<file path="src/percent_codec_stream_top_macros.svh">
// Assertion macros used by the percent codec stream RTL.
`ifndef PERCENT_CODEC_STREAM_TOP_MACROS_SVH
`define PERCENT_CODEC_STREAM_TOP_MACROS_SVH

`ifndef SYNTH
// Checks that the consequent holds whenever the antecedent holds.
`define PCS_ASSERT_IMPLY(label, ante, cons) \
	label: assert property (@(posedge clk) disable iff (!arst_n) (ante) |-> (cons)) \
		else $error("pcs assertion failed");
// Checks that the consequent holds in the cycle after the antecedent.
`define PCS_ASSERT_NEXT(label, ante, cons) \
	label: assert property (@(posedge clk) disable iff (!arst_n) (ante) |=> (cons)) \
		else $error("pcs assertion failed");
`else
`define PCS_ASSERT_IMPLY(label, ante, cons)
`define PCS_ASSERT_NEXT(label, ante, cons)
`endif

`endif

</file>
<file path="src/pcs_pkg.sv">
// Package with beat types, character codes and conversion functions of the percent codec.
`timescale 1ns / 1ps

package pcs_pkg;

	// Character codes.
	localparam logic [7:0] CH_PCT   = 8'h25;
	localparam logic [7:0] CH_SPACE = 8'h20;
	localparam logic [7:0] CH_AMP   = 8'h26;
	localparam logic [7:0] CH_QUEST = 8'h3F;
	localparam logic [7:0] CH_HASH  = 8'h23;

	// Direction register values; the core resets to DIR_DECODE.
	localparam logic DIR_ENCODE = 1'b0;
	localparam logic DIR_DECODE = 1'b1;

	// Decode phase codes.
	localparam logic [1:0] PH_IDLE  = 2'd0;
	localparam logic [1:0] PH_PCT   = 2'd1;
	localparam logic [1:0] PH_DIGIT = 2'd2;

	// Most result beats one input beat can cause.
	localparam int RUN_MAX = 3;

	typedef struct packed {
		logic [7:0] in_byte;
		logic       string_end;
	} in_beat_t;

	typedef struct packed {
		logic [7:0] out_byte;
		logic       run_last;
		logic       out_string_end;
	} out_beat_t;

	// One run of result bytes handed to the output stage.
	typedef struct packed {
		logic                      valid;
		logic [1:0]                count;
		logic [RUN_MAX-1:0][7:0]   bytes;
		logic                      str_end;
	} run_t;

	// Result of converting one input beat.
	typedef struct packed {
		logic [1:0]                count;
		logic [RUN_MAX-1:0][7:0]   bytes;
		logic [1:0]                next_phase;
		logic [7:0]                next_held;
	} conv_t;

	function automatic logic is_hex(logic [7:0] c);
		return (c >= 8'h30 && c <= 8'h39) || (c >= 8'h41 && c <= 8'h46) ||
			(c >= 8'h61 && c <= 8'h66);
	endfunction

	// Value of a hex digit; only the low nibble of the letter offset matters.
	function automatic logic [3:0] hex_val(logic [7:0] c);
		logic [3:0] v;
		if (c <= 8'h39) begin
			v = c[3:0];
		end else begin
			v = c[3:0] + 4'd9;
		end
		return v;
	endfunction

	function automatic logic [7:0] hex_upper(logic [3:0] v);
		logic [7:0] r;
		if (v < 4'd10) begin
			r = 8'h30 + {4'd0, v};
		end else begin
			r = 8'h37 + {4'd0, v};
		end
		return r;
	endfunction

	// Converts one input beat given the direction and the held escape.
	function automatic conv_t convert(logic dir, logic [1:0] phase, logic [7:0] held,
		in_beat_t b);
		conv_t r;
		logic  fresh;
		logic  last;
		r            = '0;
		fresh        = 1'b0;
		last         = b.string_end;
		r.next_phase = PH_IDLE;
		r.next_held  = held;
		if (dir == DIR_ENCODE) begin
			if (b.in_byte == CH_SPACE || b.in_byte == CH_AMP ||
				b.in_byte == CH_QUEST || b.in_byte == CH_HASH) begin
				r.bytes[0] = CH_PCT;
				r.bytes[1] = hex_upper(b.in_byte[7:4]);
				r.bytes[2] = hex_upper(b.in_byte[3:0]);
				r.count    = 2'd3;
			end else begin
				r.bytes[0] = b.in_byte;
				r.count    = 2'd1;
			end
		end else begin
			case (phase)
				PH_PCT: begin
					if (is_hex(b.in_byte)) begin
						if (last) begin
							r.bytes[0] = CH_PCT;
							r.bytes[1] = b.in_byte;
							r.count    = 2'd2;
						end else begin
							r.next_held  = b.in_byte;
							r.next_phase = PH_DIGIT;
						end
					end else begin
						r.bytes[0] = CH_PCT;
						r.count    = 2'd1;
						fresh      = 1'b1;
					end
				end
				PH_DIGIT: begin
					r.next_held = 8'd0;
					if (is_hex(b.in_byte)) begin
						r.bytes[0] = {hex_val(held), hex_val(b.in_byte)};
						r.count    = 2'd1;
					end else begin
						r.bytes[0] = CH_PCT;
						r.bytes[1] = held;
						r.count    = 2'd2;
						fresh      = 1'b1;
					end
				end
				default: begin
					fresh = 1'b1;
				end
			endcase
			// A byte seen as new input either opens an escape or passes through.
			if (fresh) begin
				if (b.in_byte == CH_PCT && !last) begin
					r.next_phase = PH_PCT;
				end else begin
					r.bytes[r.count] = b.in_byte;
					r.count          = r.count + 2'd1;
				end
			end
		end
		if (last) begin
			r.next_phase = PH_IDLE;
			r.next_held  = 8'd0;
		end
		return r;
	endfunction

endpackage

</file>
<file path="src/pcs_core.sv">
// Input register, escape state and per-beat conversion of the percent codec.
`timescale 1ns / 1ps

module pcs_core (
	input  logic             clk,
	input  logic             arst_n,
	input  logic             in_valid,
	output logic             in_stall,
	input  pcs_pkg::in_beat_t in_beat,
	input  logic             cfg_we,
	input  logic             cfg_wdata,
	input  logic             can_load,
	output pcs_pkg::run_t    run
);
	import pcs_pkg::*;

	logic       valid_s1;
	in_beat_t   beat_s1;
	logic       dir_q;
	logic [1:0] phase_q;
	logic [7:0] held_q;
	conv_t      conv;
	logic       load;

	// Conversion of the registered beat against the held escape.
	always_comb begin
		conv = convert(dir_q, phase_q, held_q, beat_s1);
	end

	assign load     = valid_s1 && can_load;
	assign in_stall = valid_s1 && !can_load;

	always_comb begin
		run.valid   = valid_s1;
		run.count   = conv.count;
		run.bytes   = conv.bytes;
		run.str_end = beat_s1.string_end;
	end

	// Input register: refills in the same cycle it hands its beat on.
	always_ff @(posedge clk or negedge arst_n) begin
		if (!arst_n) begin
			valid_s1 <= 1'b0;
		end else if (in_valid && !in_stall) begin
			valid_s1 <= 1'b1;
		end else if (load) begin
			valid_s1 <= 1'b0;
		end
	end

	always_ff @(posedge clk) begin
		if (in_valid && !in_stall) begin
			beat_s1 <= in_beat;
		end
	end

	// Direction and escape state; a register write drops anything held.
	always_ff @(posedge clk or negedge arst_n) begin
		if (!arst_n) begin
			dir_q   <= DIR_DECODE;
			phase_q <= PH_IDLE;
			held_q  <= 8'd0;
		end else if (cfg_we) begin
			dir_q   <= cfg_wdata;
			phase_q <= PH_IDLE;
			held_q  <= 8'd0;
		end else if (load) begin
			phase_q <= conv.next_phase;
			held_q  <= conv.next_held;
		end
	end

endmodule

</file>
<file path="src/pcs_out.sv">
// Result register that sends the run of one input beat out one byte per beat.
`timescale 1ns / 1ps
`include "percent_codec_stream_top_macros.svh"

module pcs_out (
	input  logic              clk,
	input  logic              arst_n,
	input  pcs_pkg::run_t     run,
	output logic              can_load,
	output logic              out_valid,
	input  logic              out_stall,
	output pcs_pkg::out_beat_t out_beat
);
	import pcs_pkg::*;

	logic [1:0]              count_q;
	logic [1:0]              idx_q;
	logic [RUN_MAX-1:0][7:0] bytes_q;
	logic                    str_end_q;
	logic                    take;
	logic                    last_beat;
	logic                    done;
	logic                    load;

	assign out_valid = (count_q != 2'd0);
	assign take      = out_valid && !out_stall;
	assign last_beat = (idx_q == count_q - 2'd1);
	assign done      = take && last_beat;
	assign can_load  = !out_valid || done;
	assign load      = run.valid && can_load;

	always_comb begin
		out_beat.out_byte       = bytes_q[idx_q];
		out_beat.run_last       = last_beat;
		out_beat.out_string_end = last_beat && str_end_q;
	end

	// Run counters: a new run loads as soon as the old one is drained.
	always_ff @(posedge clk or negedge arst_n) begin
		if (!arst_n) begin
			count_q <= 2'd0;
			idx_q   <= 2'd0;
		end else if (load) begin
			count_q <= run.count;
			idx_q   <= 2'd0;
		end else if (done) begin
			count_q <= 2'd0;
			idx_q   <= 2'd0;
		end else if (take) begin
			idx_q <= idx_q + 2'd1;
		end
	end

	always_ff @(posedge clk) begin
		if (load) begin
			bytes_q   <= run.bytes;
			str_end_q <= run.str_end;
		end
	end

	// The byte index stays inside the run.
	`PCS_ASSERT_IMPLY(a_idx_in_run, out_valid, idx_q < count_q)
	// A drained run with nothing waiting leaves the output empty.
	`PCS_ASSERT_NEXT(a_drain_empty, done && !run.valid, !out_valid)
	// A beat taken in the middle of a run moves to the next byte.
	`PCS_ASSERT_NEXT(a_idx_step, take && !last_beat, idx_q == $past(idx_q) + 2'd1)
	// The end of a string always closes a run.
	`PCS_ASSERT_IMPLY(a_end_closes, out_valid && out_beat.out_string_end, out_beat.run_last)

endmodule

</file>
<file path="src/percent_codec_stream_top.sv">
// Top level of the streaming URL percent encoder and decoder.
// Usage:
//   The input channel (in_valid, in_stall, in_beat) moves one string byte per beat,
//   with string_end set on the last byte of a string. The output channel
//   (out_valid, out_stall, out_beat) moves one converted byte per beat; run_last
//   marks the last byte caused by one input beat, out_string_end the last byte
//   of a string. cfg_we with cfg_wdata writes the direction: 0 encodes, 1 decodes.
//   Write it only while no beat is in flight; a write drops any held escape.
// Timing:
//   An accepted input beat waits in the input register, is converted there
//   combinationally and loads into the result register, where its first output byte can be taken.
//   One input beat is taken per cycle while each causes at most one byte and
//   out_stall stays low; an encoded escape sends three bytes, one per cycle
//   through the result register, so the input stalls behind it. Beats that only
//   extend a held escape produce nothing.
// Reset:
//   arst_n empties both registers, clears the escape state and sets decode mode.
// Stall:
//   While out_stall is high the output byte holds; once the input register is
//   also full, in_stall rises until the run ahead drains.
`timescale 1ns / 1ps

module percent_codec_stream_top (
	input  logic               clk,
	input  logic               arst_n,
	input  logic               in_valid,
	output logic               in_stall,
	input  pcs_pkg::in_beat_t  in_beat,
	output logic               out_valid,
	input  logic               out_stall,
	output pcs_pkg::out_beat_t out_beat,
	input  logic               cfg_we,
	input  logic               cfg_wdata
);
	import pcs_pkg::*;

	run_t run;
	logic can_load;

	// Input register and conversion.
	pcs_core u_core (
		.clk      (clk),
		.arst_n   (arst_n),
		.in_valid (in_valid),
		.in_stall (in_stall),
		.in_beat  (in_beat),
		.cfg_we   (cfg_we),
		.cfg_wdata(cfg_wdata),
		.can_load (can_load),
		.run      (run)
	);

	// Result register and byte sequencing.
	pcs_out u_out (
		.clk      (clk),
		.arst_n   (arst_n),
		.run      (run),
		.can_load (can_load),
		.out_valid(out_valid),
		.out_stall(out_stall),
		.out_beat (out_beat)
	);

endmodule

</file>
<file path="config.mk">
export PLATFORM = sky130hd
export DESIGN_NAME = percent_codec_stream_top
export DESIGN_NICKNAME = d
export VERILOG_FILES = /design/src/pcs_pkg.sv /design/src/pcs_core.sv /design/src/pcs_out.sv /design/src/percent_codec_stream_top.sv
export VERILOG_INCLUDE_DIRS = /design/src /design/src/src
export SDC_FILE = /design/constraint.sdc
export NUM_CORES = 1
export LEC_CHECK = 0
export ABC_AREA = 1
export CORE_ASPECT_RATIO = 0.7
export CORE_UTILIZATION = 55
export DETAILED_ROUTE_END_ITERATION = 8
export DONT_BUFFER_PORTS = 1
export GPL_TIMING_DRIVEN = 0
export PLACE_DENSITY = 0.7
export SETUP_SLACK_MARGIN = 0.02
export SLEW_MARGIN = 20
export SYNTH_ARGS = -nofsm -noshare
export SYNTH_HDL_FRONTEND = slang
export SYNTH_SLANG_ARGS = --single-unit
</file>
<file path="constraint.sdc">
create_clock -name clk -period 5.45 [get_ports clk]
set_input_delay 0 -clock clk [delete_from_list [all_inputs] [get_ports clk]]
set_output_delay 0 -clock clk [all_outputs]
set_load 0.03 [all_outputs]
</file>
* Word-level counts from Yosys, hierarchy flattened
Index checks and enable logic that the tools add are counted.
Widths: inputs -> output; s select.
** Word-level totals
- Flip-flop bits (word level) :: 50
- Input port bits :: 15
- Output and inout port bits :: 12
- Logic and storage cells :: 123
** Cells by class
- $add $sub $neg :: 9
- $lt $le $gt $ge :: 12
- Equality and inequality tests :: 9
- Muxes and demuxes :: 50
- Reduce and logical (&&, ||, !) cells :: 31
** Operator list (count)
- $mux 8 :: 11
- $mux 10 :: 6
- $mux 26 :: 2
- $mux 16 :: 3
- $eq 8x6->1 const B :: 5
- $pmux 16 s2 :: 1
- $add 6x4->7 const A :: 4
- $mux 2 :: 14
- $mux 28 :: 1
- $bwmux 24 :: 1
- $bmux 8 s2 :: 1
- $demux 8 s2 :: 1
- $ge 8x7->1 const B :: 2
- $le 8x6->1 const B :: 2
- $le 8x7->1 const B :: 2
- $pmux 8 s2 :: 1
- $logic_and 1x1->1 :: 11
- $add 4x4->4 const B :: 2
- $ge 8x6->1 const B :: 1
- $lt 4x4->1 const B :: 2
- $mux 4 :: 2
- $reduce_bool 2->1 :: 4
- $logic_or 1x1->1 :: 6
- $lt 2x3->1 const B :: 2
- 14 further kinds :: 24

* Logic depth before layout (Yosys ltp)
- Depth after elaboration :: 18
- Gate-level depth with buffers :: 22
- Depth with buffers taken out :: 20

* Modules after synthesis
From an unflattened synthesis, not the netlist that was laid out.
** Unflattened totals
- Cells, all modules :: 487
- Area, all modules :: 3743.6 um^2
** Modules (own cells, without submodules)
- pcs_core :: times used 1, cells an instance 386, area each 2497.4 um^2, seq. area each 571.8 um^2
- pcs_out :: times used 1, cells an instance 101, area each 1246.2 um^2, seq. area each 850.8 um^2

* Worst setup path after synthesis
OpenSTA, ideal clock, no wires.
- Path kind :: register -> register
- Start point :: register u_core.beat_s1[1] in the netlist's numbering
- End point :: register u_out.bytes_q[6] in the netlist's numbering (data pin)
- Arrival :: 2.436 ns
- Required time :: 5.188 ns
- Path slack :: 2.751 ns
- Cell stages (with the launch flop) :: 19
- Buffers on the path :: 2
- Cell sequence :: edfxtp_1 -> buf_2 -> inv_1 -> ha_1 -> nand2_2 -> nand3b_1 -> nand2_2 -> inv_2 -> nand2_1 -> nand3_2 -> buf_6 -> nand3_2 -> a21oi_2 -> inv_1 -> ha_1 -> nand3_1 -> nand2_1 -> nand2_1 -> o22ai_1
** RTL lines
- start: declaration :: RTL line pcs_core.sv:18 : in_beat_t beat_s1;
- start signal: assignment :: RTL line pcs_core.sv:53 : beat_s1 <= in_beat;
- end signal: assignment :: RTL line pcs_out.sv:56 : bytes_q <= run.bytes;
- end: declaration :: RTL line pcs_out.sv:18 : logic [RUN_MAX-1:0][7:0] bytes_q;

* Final worst setup path
- Start point :: register u_core.beat_s1[6] in the netlist's numbering
- End point :: register u_out.bytes_q[15] in the netlist's numbering (data pin)
** On the way
- Longest elaborated chain between the ends :: 15
** RTL lines
- $ge 8x6->1, or another cell as far along :: RTL line pcs_pkg.sv:53 : return (c >= 8'h30 && c <= 8'h39) || (c >= 8'h41 && c <= 8'h46) ||
- $logic_and 1x1->1 :: RTL line pcs_pkg.sv:53
- $logic_or 1x1->1 (2 in a row) :: RTL line pcs_pkg.sv:53
- $mux 2, on equally long branches :: RTL line pcs_pkg.sv:120, pcs_pkg.sv:103
- $pmux 2 s2 :: RTL line pcs_pkg.sv:101 : case (phase)
- $mux 2 :: RTL line pcs_pkg.sv:89 : if (dir == DIR_ENCODE) begin
- $lt 2x3->1 (not written as such) / $ge 2x1->1 (equally long branches) :: RTL line pcs_pkg.sv:139 : r.bytes[r.count] = b.in_byte;
- $logic_and 1x1->1 (not written as such) :: RTL line pcs_pkg.sv:139
- $mux 8 (not written as such) :: RTL line pcs_pkg.sv:139
- $demux 8 s2
- $bwmux 24 :: RTL line pcs_pkg.sv:139
- $mux 26 :: RTL line pcs_pkg.sv:136 : if (b.in_byte == CH_PCT && !last) begin
- $mux 28 :: RTL line pcs_pkg.sv:135 : if (fresh) begin
- $mux 26 (*) :: RTL line pcs_pkg.sv:89
Mark *: on every way between the ends. The rest lies on a longest branch, timed or not. The select of a mux whose other input is x is not followed.
A chain may end at the register's enable or synchronous reset.

==> results.tsv <==
metric	value	unit
gr-usage-all-layers	0.3031	
setup_viol	0	
critPathTopFamily	buffers and inverters	
total_power	1.620	mW
root_buffer	clkbuf_8	
worst_setup_path_end_kind	register	
report.final.slew_viol_count	0	
rsz0062_at_grt	no	
path_cells	clkbuf_1, inv_1, ha_1, nor2_1, nor2_1, nand2_1, nand2_1, nand2_1, nand3_2, buf_6, inv_2, nand2_1, a21oi_2, inv_1, ha_1, nand2_1, o21ai_1, inv_2, nand3_1, a21oi_1	
htreeDepth	2	
multi_input_area	0.001693	mm^2
p_seq_frac	0.383	
grt_pass1_wl	14430	um
core	0.005842	mm^2
die_h	67.88	um
ys_seq_area_frac	0.4172	
vias	3094	
wl_per_cell	16.49	um
syn_area	0.003410	mm^2
critPathMaxStageDelay	390	ps
clkPwrFrac	0.160	
first_iter_violations	178	
remaining_drc_errors	0	
p_sw	0.7537	mW
synth.area.top_cells	edfxtp_1 30%, nand2_1 14%, dfrtp_1 11%	
routabilityCongestion	0.9528	
fin_skew	11.05	ps
cp_common_cell	nand2_1	
powerDensity	431.6	mW/mm^2
worstMarginPinSlew	940.6	ps
fp.dieW	96.11	um
path_max_fanout	10	
avgSynthCellArea	7.493	um^2
synthTopCellsByCount	130 x nand2_1, 45 x inv_1, 40 x nand3_1	
p_leak	1.694	nW
synthDistinctLibCells	33	
period_minus_slack	3479	ps
async_flop_share	0.3200	
clock_latency	300	ps
timing.max_cap.violations	0	
start_kind	register	
ys.flop_type	edfxtp_1	
drive_gt1_frac	0.08386	
cts_tree	yes	
hold_violations	0	
initial_core_util	0.5836	
synth_nets	487	
die-area	0.006523	mm^2
fp-row-count	23	
ys_ff_latch	50	
yosysTopAreaCell	edfxtp_1	
yosys_warnings	0	
ant_nets	0	
grt_max_degree	27	
tns	0	ps
synthCells	455	
worst_hold_path_type	primary input to register	
ir_drop	235.2	uV
grt_overflow	0	
run_status	completed	
path_clk_slew	90	ps
nets	508	
yosysMostFrequentCell	nand2_1	
via_per_inst	5.605	
grt_pass1_vias	2855	
period_share	0.6383	
fin_util	0.6425	
max_freq	287.5	MHz
n_fill_cell	537	
sw_frac_of_total	0.4652	
crit_type	register to register	
slew_headroom	0.3663	
first_pass_iters	6	
seqCellArea	0.001423	mm^2
port_buffers	0	
synth_enable_flop_cells	34	
slowest_stage	edfxtp_1	
synth_top_area_share	0.2994	
path_buf_inv	6	
io_pins	27	
internal-power	0.8663	mW
cts_buffer_depth	2	
worst_ep_arrival_time	3590	ps
hold_ws	77.04	ps
hpwl	6752	um
routed_wl	9103	um
antenna_found_initial	0	
syn2layout_area_growth	10.09	%
clock-sinks	50	
diodes	0	
pwr-share-comb	0.458	
required	5560	ps
cts_inserted_buffers	5	
cts_resized	0	
==> final cells by class <==
cell class / count / share of cell area
plain buffers: 15 / 0.02333
clock buffers: 6 / 0.01933
clock inverters: 2 / 0.01000
inverters: 55 / 0.05500
multi-input cells: 335 / 0.4510
flip-flops and latches: 50 / 0.3790
well taps: 75 / 0.02500
repair buffers: 14 / 0.03733
==> worst register-to-register path: stages, from the launching register on <==
cell and delay (ps):
edfxtp_1 390, clkbuf_1 390, inv_1 260, ha_1 250, nor2_1 110, nor2_1 60
nand2_1 80, nand2_1 40, nand2_1 70, nand3_2 140, buf_6 200, inv_2 50
nand2_1 60, a21oi_2 230, inv_1 100, ha_1 230, nand2_1 100, o21ai_1 100
inv_2 120, nand3_1 90, a21oi_1 240
==> stage by stage <==
step	instances	instance area [um^2]	worst slack, ps
5_1_grt	552	3754	1734
2_1_floorplan	455	3410	2751
6_report	552	3754	1971
3_5_place_dp	530	3503	2121
3_3_place_gp	530	3503	2160
4_1_cts	552	3754	2085
==> timing repair <==
| action | 4_1_cts | 5_1_grt |
|---|---|---|
| hold buffers | 14 | 0 |
| hold endpoints to repair | 28 | 0 |
| setup buffers | 0 | 0 |
==> state kept, by name (all words and copies together) (netlist names) <==
name and cells:
u_core.beat_s1 8, u_core.run 1, u_core.valid_s1 1, u_core.held_q 8
u_out.count_q 2, u_core.dir_q 1, u_out.str_end_q 1, u_core.phase_q 2
u_out.idx_q 2, u_out.bytes_q 24
==> power groups by stage <==
stage	registers (mW)	logic (mW)	clock network, mW
2_1_floorplan	0.602	0.591	0
3_3_place_gp	0.626	0.711	0
3_5_place_dp	0.628	0.724	0
4_1_cts	0.619	0.738	0.262
5_1_grt	0.632	0.816	0.280
6_report	0.620	0.741	0.259
==> placed cells by master, fill, tap and decap left out, drive strengths merged <==
cell type      n
bufinv         1
clkbuf        12
buf            9
nand2        137
o31ai          1
a21oi         11
nand4         18
nand3         42
xor2           5
edfxtp        34
dfstp          1
inv           53
nor2          41
ha            17
clkinv         2
nand3b         1
clkinvlp       1
a31oi          1
xnor2          1
o22ai          3
dfrtp         15
nor3           4
and2           1
o21ai         52
dlygate4sd3   14
==> kinds of logic after synthesis <==
| kind of cell | share of synthesized area |
|---|---|
| simple gates | 0.3145 |
| buf+inv | 0.08624 |
| compound gates | 0.1042 |
| flops | 0.4172 |
| fa+ha+maj | 0.06238 |
| xor+xnor | 0.01541 |
==> worst paths after layout <==
kind                            cells past startpoint  slack, ps                         endpoint                    startpoint
worst max-delay path                               20       1970  u_out.bytes_q[15]$_SDFFCE_PN0P_   u_core.beat_s1[6]$_DFFE_PP_
worst min-delay path                                4         80     u_core.held_q[6]$_DFFE_PN0P_                        cfg_we
worst max register to register                     20       1970  u_out.bytes_q[15]$_SDFFCE_PN0P_   u_core.beat_s1[6]$_DFFE_PP_
worst min register to register                      2        490     u_out.count_q[1]$_DFFE_PN0P_  u_out.count_q[1]$_DFFE_PN0P_
max in group asynchronous                           1       4670    u_core.phase_q[0]$_DFFE_PN0P_                        arst_n
min in group asynchronous                           1        240     u_out.count_q[1]$_DFFE_PN0P_                        arst_n
==> metal layers <==
metal | global-route usage | part of all wire | vias up
li1 | - | - | 1549
met1 | 0.4438 | 0.47 | 1423
met2 | 0.4840 | 0.44 | 111
met3 | 0.04111 | 0.071 | 11
met4 | 0.05597 | 0.010 | 0
met5 | 0 | 0 | -
(Power assumes the default switching activity.)
